[src/sel_sort_pkg.sv]
package sel_sort_pkg;

  // Default list capacity
  localparam int unsigned MaxItemsDef = 64;

  // Field widths
  localparam int unsigned CostW = 24;
  localparam int unsigned TagW  = 16;
  localparam int unsigned RecW  = CostW + TagW;

  // One stored record, cost in the low bits
  typedef struct packed {
    logic [TagW-1:0]  tag;
    logic [CostW-1:0] cost;
  } rec_t;

endpackage

[src/sel_sort_ram.sv]
module sel_sort_ram #(
  parameter int unsigned Width = 8,
  parameter int unsigned Depth = 16
) (
  input  logic                     clk_i,
  input  logic                     we_i,
  input  logic [$clog2(Depth)-1:0] waddr_i,
  input  logic [Width-1:0]         wdata_i,
  input  logic [$clog2(Depth)-1:0] raddr_i,
  output logic [Width-1:0]         rdata_o
);

  logic [Width-1:0] mem_q [Depth];
  logic [Width-1:0] rdata_q;

  // One write port, one registered read port
  always_ff @(posedge clk_i) begin
    if (we_i) begin
      mem_q[waddr_i] <= wdata_i;
    end
    rdata_q <= mem_q[raddr_i];
  end

  assign rdata_o = rdata_q;

endmodule

[src/selection_sort_by_key.sv]
// Loading: a list of n records is loaded at one word per cycle. After the word
//   marked tlast, each selection pass scans the unsorted tail for the lowest cost
//   and swaps it into place, using the single key comparator and the one RAM read port.
// Output: the next sorted word is read from storage only after the sink has taken the current one.
// Reset: rst_ni (async, active low) clears the sequencer, count and drop flag;
//   record storage is not cleared and needs no sweep.
module selection_sort_by_key
  #(
  parameter int unsigned MaxItems = sel_sort_pkg::MaxItemsDef
) (
  input  logic                         clk_i,
  input  logic                         rst_ni,
  input  logic                         s_axis_tvalid,
  output logic                         s_axis_tready,
  input  logic [sel_sort_pkg::RecW-1:0] s_axis_tdata,  // [23:0] cost, [39:24] tag
  input  logic                         s_axis_tlast,  // final_item
  output logic                         m_axis_tvalid,
  input  logic                         m_axis_tready,
  output logic [sel_sort_pkg::RecW-1:0] m_axis_tdata,  // [23:0] sorted_cost, [39:24] sorted_tag
  output logic                         m_axis_tlast,  // last_out
  output logic                         m_axis_tuser   // dropped
);

  import sel_sort_pkg::*;

  localparam int unsigned AW = (MaxItems > 1) ? $clog2(MaxItems) : 1;
  localparam int unsigned CW = $clog2(MaxItems + 1);

  typedef enum logic [7:0] {
    StLoad  = 8'b00000001,
    StRdPos = 8'b00000010,
    StScan  = 8'b00000100,
    StSwapA = 8'b00001000,
    StSwapB = 8'b00010000,
    StOutRd = 8'b00100000,
    StOutLd = 8'b01000000,
    StOutTx = 8'b10000000
  } state_e;

  state_e        state_q, state_d;
  logic [CW-1:0] cnt_q, cnt_d;
  logic          ovf_q, ovf_d;
  logic [CW-1:0] pos_q, pos_d;
  logic [CW-1:0] scan_q, scan_d;
  logic [CW-1:0] rd_q, rd_d;
  logic [CW-1:0] best_q, best_d;
  logic [CW-1:0] k_q, k_d;
  logic          out_valid_q, out_valid_d;
  logic          out_last_q, out_last_d;
  rec_t          best_rec_q, best_rec_d;
  rec_t          pos_rec_q, pos_rec_d;
  rec_t          out_rec_q, out_rec_d;

  logic          ram_we;
  logic [AW-1:0] ram_waddr;
  rec_t          ram_wdata;
  logic [AW-1:0] ram_raddr;
  rec_t          ram_rdata;
  rec_t          in_rec;
  logic [CW-1:0] cnt_last;
  logic [CW-1:0] cnt_inc;

  assign in_rec   = rec_t'(s_axis_tdata);
  assign cnt_last = cnt_q - CW'(1);
  assign cnt_inc  = cnt_q + CW'(1);

  sel_sort_ram #(
    .Width(RecW),
    .Depth(MaxItems)
  ) u_store (
    .clk_i  (clk_i),
    .we_i   (ram_we),
    .waddr_i(ram_waddr),
    .wdata_i(ram_wdata),
    .raddr_i(ram_raddr),
    .rdata_o(ram_rdata)
  );

  // Sequencer: load, scan for minimum, swap, read out
  always_comb begin
    state_d     = state_q;
    cnt_d       = cnt_q;
    ovf_d       = ovf_q;
    pos_d       = pos_q;
    scan_d      = scan_q;
    rd_d        = rd_q;
    best_d      = best_q;
    k_d         = k_q;
    out_valid_d = out_valid_q;
    out_last_d  = out_last_q;
    best_rec_d  = best_rec_q;
    pos_rec_d   = pos_rec_q;
    out_rec_d   = out_rec_q;
    ram_we      = 1'b0;
    ram_waddr   = cnt_q[AW-1:0];
    ram_wdata   = in_rec;
    ram_raddr   = scan_q[AW-1:0];

    unique case (state_q)
      StLoad: begin
        if (s_axis_tvalid) begin
          if (cnt_q < CW'(MaxItems)) begin
            ram_we = 1'b1;
            cnt_d  = cnt_inc;
          end else begin
            ovf_d = 1'b1;
          end
          if (s_axis_tlast) begin
            pos_d = '0;
            k_d   = '0;
            if (cnt_d < CW'(2)) begin
              state_d = StOutRd;
            end else begin
              state_d = StRdPos;
            end
          end
        end
      end
      StRdPos: begin
        ram_raddr = pos_q[AW-1:0];
        rd_d      = pos_q;
        scan_d    = pos_q + CW'(1);
        state_d   = StScan;
      end
      StScan: begin
        // issue next probe while comparing the word that just came back
        ram_raddr = scan_q[AW-1:0];
        rd_d      = scan_q;
        scan_d    = scan_q + CW'(1);
        if (rd_q == pos_q) begin
          pos_rec_d  = ram_rdata;
          best_rec_d = ram_rdata;
          best_d     = pos_q;
        end else if (ram_rdata.cost < best_rec_q.cost) begin
          best_rec_d = ram_rdata;
          best_d     = rd_q;
        end
        if (rd_q == cnt_last) begin
          state_d = StSwapA;
        end
      end
      StSwapA: begin
        ram_we    = 1'b1;
        ram_waddr = pos_q[AW-1:0];
        ram_wdata = best_rec_q;
        state_d   = StSwapB;
      end
      StSwapB: begin
        ram_we    = 1'b1;
        ram_waddr = best_q[AW-1:0];
        ram_wdata = pos_rec_q;
        pos_d     = pos_q + CW'(1);
        if ((pos_q + CW'(2)) < cnt_q) begin
          state_d = StRdPos;
        end else begin
          state_d = StOutRd;
        end
      end
      StOutRd: begin
        ram_raddr = k_q[AW-1:0];
        state_d   = StOutLd;
      end
      StOutLd: begin
        out_rec_d   = ram_rdata;
        out_valid_d = 1'b1;
        out_last_d  = (k_q == cnt_last);
        state_d     = StOutTx;
      end
      StOutTx: begin
        if (m_axis_tready) begin
          out_valid_d = 1'b0;
          if (out_last_q) begin
            cnt_d   = '0;
            ovf_d   = 1'b0;
            state_d = StLoad;
          end else begin
            k_d     = k_q + CW'(1);
            state_d = StOutRd;
          end
        end
      end
      default: begin
        state_d = StLoad;
      end
    endcase
  end

  // Control state
  always_ff @(posedge clk_i or negedge rst_ni) begin
    if (!rst_ni) begin
      state_q     <= StLoad;
      cnt_q       <= '0;
      ovf_q       <= 1'b0;
      pos_q       <= '0;
      scan_q      <= '0;
      rd_q        <= '0;
      best_q      <= '0;
      k_q         <= '0;
      out_valid_q <= 1'b0;
      out_last_q  <= 1'b0;
    end else begin
      state_q     <= state_d;
      cnt_q       <= cnt_d;
      ovf_q       <= ovf_d;
      pos_q       <= pos_d;
      scan_q      <= scan_d;
      rd_q        <= rd_d;
      best_q      <= best_d;
      k_q         <= k_d;
      out_valid_q <= out_valid_d;
      out_last_q  <= out_last_d;
    end
  end

  // Payload registers
  always_ff @(posedge clk_i) begin
    best_rec_q <= best_rec_d;
    pos_rec_q  <= pos_rec_d;
    out_rec_q  <= out_rec_d;
  end

  assign s_axis_tready = (state_q == StLoad);
  assign m_axis_tvalid = out_valid_q;
  assign m_axis_tdata  = out_rec_q;
  assign m_axis_tlast  = out_last_q;
  assign m_axis_tuser  = ovf_q;

endmodule

[config.mk]
export PLATFORM = sky130hd
export DESIGN_NAME = selection_sort_by_key
export DESIGN_NICKNAME = d
export VERILOG_FILES = /design/src/sel_sort_pkg.sv /design/src/sel_sort_ram.sv /design/src/selection_sort_by_key.sv
export SDC_FILE = /design/constraint.sdc
export NUM_CORES = 2
export LEC_CHECK = 0
export BUFFER_PORTS_ARGS = -buffer_cell sky130_fd_sc_hd__buf_2
export CAP_MARGIN = 5
export CORE_UTILIZATION = 59
export CTS_BUF_LIST = sky130_fd_sc_hd__clkbuf_8
export DETAILED_ROUTE_END_ITERATION = 12
export PLACE_DENSITY = 0.82
export SETUP_SLACK_MARGIN = 0.5
export SKIP_CTS_REPAIR_TIMING = 1
export SLEW_MARGIN = 10
export SYNTH_ARGS = -nofsm -noshare
export SYNTH_HDL_FRONTEND = slang
export SYNTH_SLANG_ARGS = --single-unit
[constraint.sdc]
create_clock -name clk_i -period 6.92 [get_ports clk_i]
set_input_delay 0.692 -clock clk_i [delete_from_list [all_inputs] [get_ports clk_i]]
set_output_delay 0.692 -clock clk_i [all_outputs]
set_load 0.01 [all_outputs]
==> reports/results.ini <==
[flow_run]
maxCapViolations=0

[floorplanning]
ios=89
initial_core_util_pct=59.7
core_area_um2=182000
dieWidth_um=431
num_rows=156
die_h_um=431
die_area_um2=185000

[synthesis]
synth_cells=7814
synth_ff_type=edfxtp_1
syn_avg_cell_area_um2=13.9
synth_fa_ha_area_share_pct=0.404
muxShareOfSynthArea_pct=2.28
ys_seq_area_share_pct=76.2
synth-edff-count=2680
synth_top_family_by_area=simple AND/OR/NAND/NOR gates
synthDistinctLibCells=70
synthSimpleGateAreaFrac_pct=13.5
ys_warn_count=0
syn_nets=7894
synth-seq-cells=2772
synth_xor_area_share_pct=0.340
synth-async-reset-ratio_pct=1.88
synth.cell_area_um2=108000
synth-compound-area-share_pct=5.02

[sta]
fmax_ghz=0.184
setup_tns_ns=0
drv_slew=0
slew_headroom_pct=13.3
rsz0062_at_grt=false
fin_crit_sh_pct=78.7
final_hold_viol_count=0
final.setup_skew_ns=0.0953
min_period_ns=5.45
finalSetupViolations=0
tightestPinTransition_ns=1.30

[worst_setup_path]
worst-setup-path-type=reg2reg
path_cells=nor2_1 > nand2_1 > or3_1 > nor3b_4 > nor2_4 > a221o_1 > nor2_1 > nand2_1 > nor2_4 > buf_4
cp_top_family=simple AND/OR/NAND/NOR gates
worst_setup_path_start_kind=register
crit_required_ns=7.60
worstPathMaxFanout=22
crit_slowest_cell=nor2_4
crit_path_start=state_q[5]
end_kind=register
max_stage_delay_ns=1.00
r2r-start=state_q[5]
crit_buf_inv=1
worst_ep_arrival_time_ns=6.13

[power_and_ir_drop]
p_leak_uw=0.0404
ir_worst_vdd_mv=0.373
swShare_pct=39.1
power.density_nw_per_um2=408
p_sw_uw=19100
finalPower_uw=48800
p_int_uw=29700
seq_power_share_pct=40.7
combPwrFrac_pct=34.5
clkPwrFrac_pct=24.7

[clock_network]
clk_latency_ns=1.11
cts.clk_slew.worst_paths_ns=0.06
cts-buffers-inserted=415
cts_sinks=2772
cts_max_level=5
cts_tree=yes
clock_path_buffers=4
clockRootBuffer=clkbuf_8

[global_routing]
grt_pass1_wl_mm=435
grt_pass1_vias=68200
grt_overflow=0
antenna_found_initial=19
grt_max_degree=160
grt.total_usage_pct=31.9

[final_layout]
final_common_cell=edfxtp_1
final_cell_mix=edfxtp_1 (2680), nand2_1 (2196), nand3_1 (812), clkbuf_8 (438), mux2i_1 (241)
nFillCells=11800
syn_to_final_growth_pct=10.5
drive_above_1_share_pct=11.2
fin_nets=8112

[route]
num_vias=70700
ant_nets=0
drcViolationCount=0
first_iter_violations=12300
totalWireLength_mm=301
drt_pass1_iterations=8
wl_per_cell_um=28.1
wl_met1_mm=103
vias_per_cell=6.60
wl_met3_mm=45.5
dr.max_layer_used=met5
wl_met2_mm=136

[status]
status=finished clean

[hold_path]
min-delay-start=s_axis_tdata[22]
hold_path_class=in2reg

[place]
dpl.hpwl_mm=175
place_congestion=0.936
port_buffers=88

-- tightest hold or removal path: cells and delay by family --
family                 cells  cell delay [ns]
buffers and inverters      1             0.08
and+or+nand+nor            2             0.28
-- power groups by stage --
| stage | registers, µW | logic, µW | clock network, µW |
|---|---|---|---|
| 2_1_floorplan | 19800 | 10200 | 0 |
| 3_3_place_gp | 20200 | 15600 | 0 |
| 3_5_place_dp | 20200 | 16100 | 0 |
| 4_1_cts | 19800 | 16200 | 12100 |
| 5_1_grt | 19900 | 17600 | 12800 |
| 6_report | 19900 | 16900 | 12100 |
-- cell usage after synthesis (14+ instances only) --
| cell type | number | area, µm² |
|---|---|---|
| a21oi_1 | 20 | 100 |
| nand4_1 | 170 | 1060 |
| xnor2_1 | 21 | 184 |
| or4_1 | 33 | 248 |
| nor3_1 | 14 | 70.1 |
| inv_1 | 42 | 158 |
| buf_1 | 74 | 278 |
| a22oi_1 | 87 | 653 |
| edfxtp_1 | 2680 | 80500 |
| nor2_1 | 113 | 424 |
| a31oi_1 | 160 | 1000 |
| o21ai_0 | 108 | 541 |
| dfrtp_1 | 51 | 1280 |
| o21ai_1 | 28 | 140 |
| nand3_1 | 812 | 4060 |
| buf_2 | 200 | 1000 |
| dfxtp_1 | 40 | 801 |
| buf_4 | 27 | 203 |
| a21o_1 | 16 | 120 |
| mux2i_1 | 241 | 2410 |
| ha_1 | 35 | 438 |
| a32oi_1 | 240 | 2100 |
| clkbuf_1 | 193 | 724 |
| xor2_1 | 21 | 184 |
| nand2_1 | 2231 | 8370 |
-- path summary, 6_finish.rpt --
check                                   endpoint  slack (ns)  cells after the start
setup / recovery           u_store.mem_q[54][24]        1.47                     10
hold / removal              u_store.mem_q[5][22]        0.12                      3
setup reg to reg           u_store.mem_q[54][24]        1.47                     10
hold reg to reg                   best_rec_q[35]        0.47                      0
max in group asynchronous           m_axis_tlast        6.07                      3
min in group asynchronous          m_axis_tvalid        0.28                      3
-- per-stage QoR --
stage	hold slack [ns]	std cells	worst slack [ns]	utilization [%]	area [µm²]
finish	0.121	10700	1.47	65.9	120000
global placement	0.450	9981	1.74	61.9	112000
detailed placement	0.449	9982	1.68	61.9	112000
CTS	-0.280	10700	1.65	65.9	120000
global route	0.0863	10700	1.24	65.9	120000
floorplan	0.396	7814	1.52	-	108000
-- cells by family (layout without fill, tap and decap cells) --
logic type	count (synthesis)	in the layout
AOI/OAI and AO/OA	746	746
xor gates and xnor gates	42	42
adders and majority gates	35	35
buffers and inverters	537	1063
DFF	2772	2772
muxes	246	246
other	0	4
and+or+nand+nor	3436	3436
-- final cells by class --
type / instances / area (µm²) / share of cell area, %
antenna: 4 / 10.0 / 0.00836
clock buffer: 438 / 6030 / 5.04
clock inverter: 287 / 1270 / 1.06
inverter: 42 / 158 / 0.132
multi-input combinational: 4505 / 24200 / 20.2
sequential: 2772 / 82600 / 69.0
tap: 2370 / 2970 / 2.48
timing repair buffer: 296 / 2510 / 2.09
-- sequential cells by signal, indices dropped and copies added (netlist names), 7 cells and up --
signal and flops:
pos_rec_q 40, pos_q 7, m_axis_tdata 40, scan_q 7
state_q 8, best_rec_q 40, u_store.mem_q 2560, cnt_q 7
u_store.rdata_o 40, k_q 7, rd_q 7
-- per-layer routing --
metal	vias up	track usage, %
met1	34200	42.5
li1	29600	-
met2	5874	47.8
met5	-	0
met4	22	17.1
met3	1000	9.53
No activity file was read; power rests on OpenSTA's default activity.
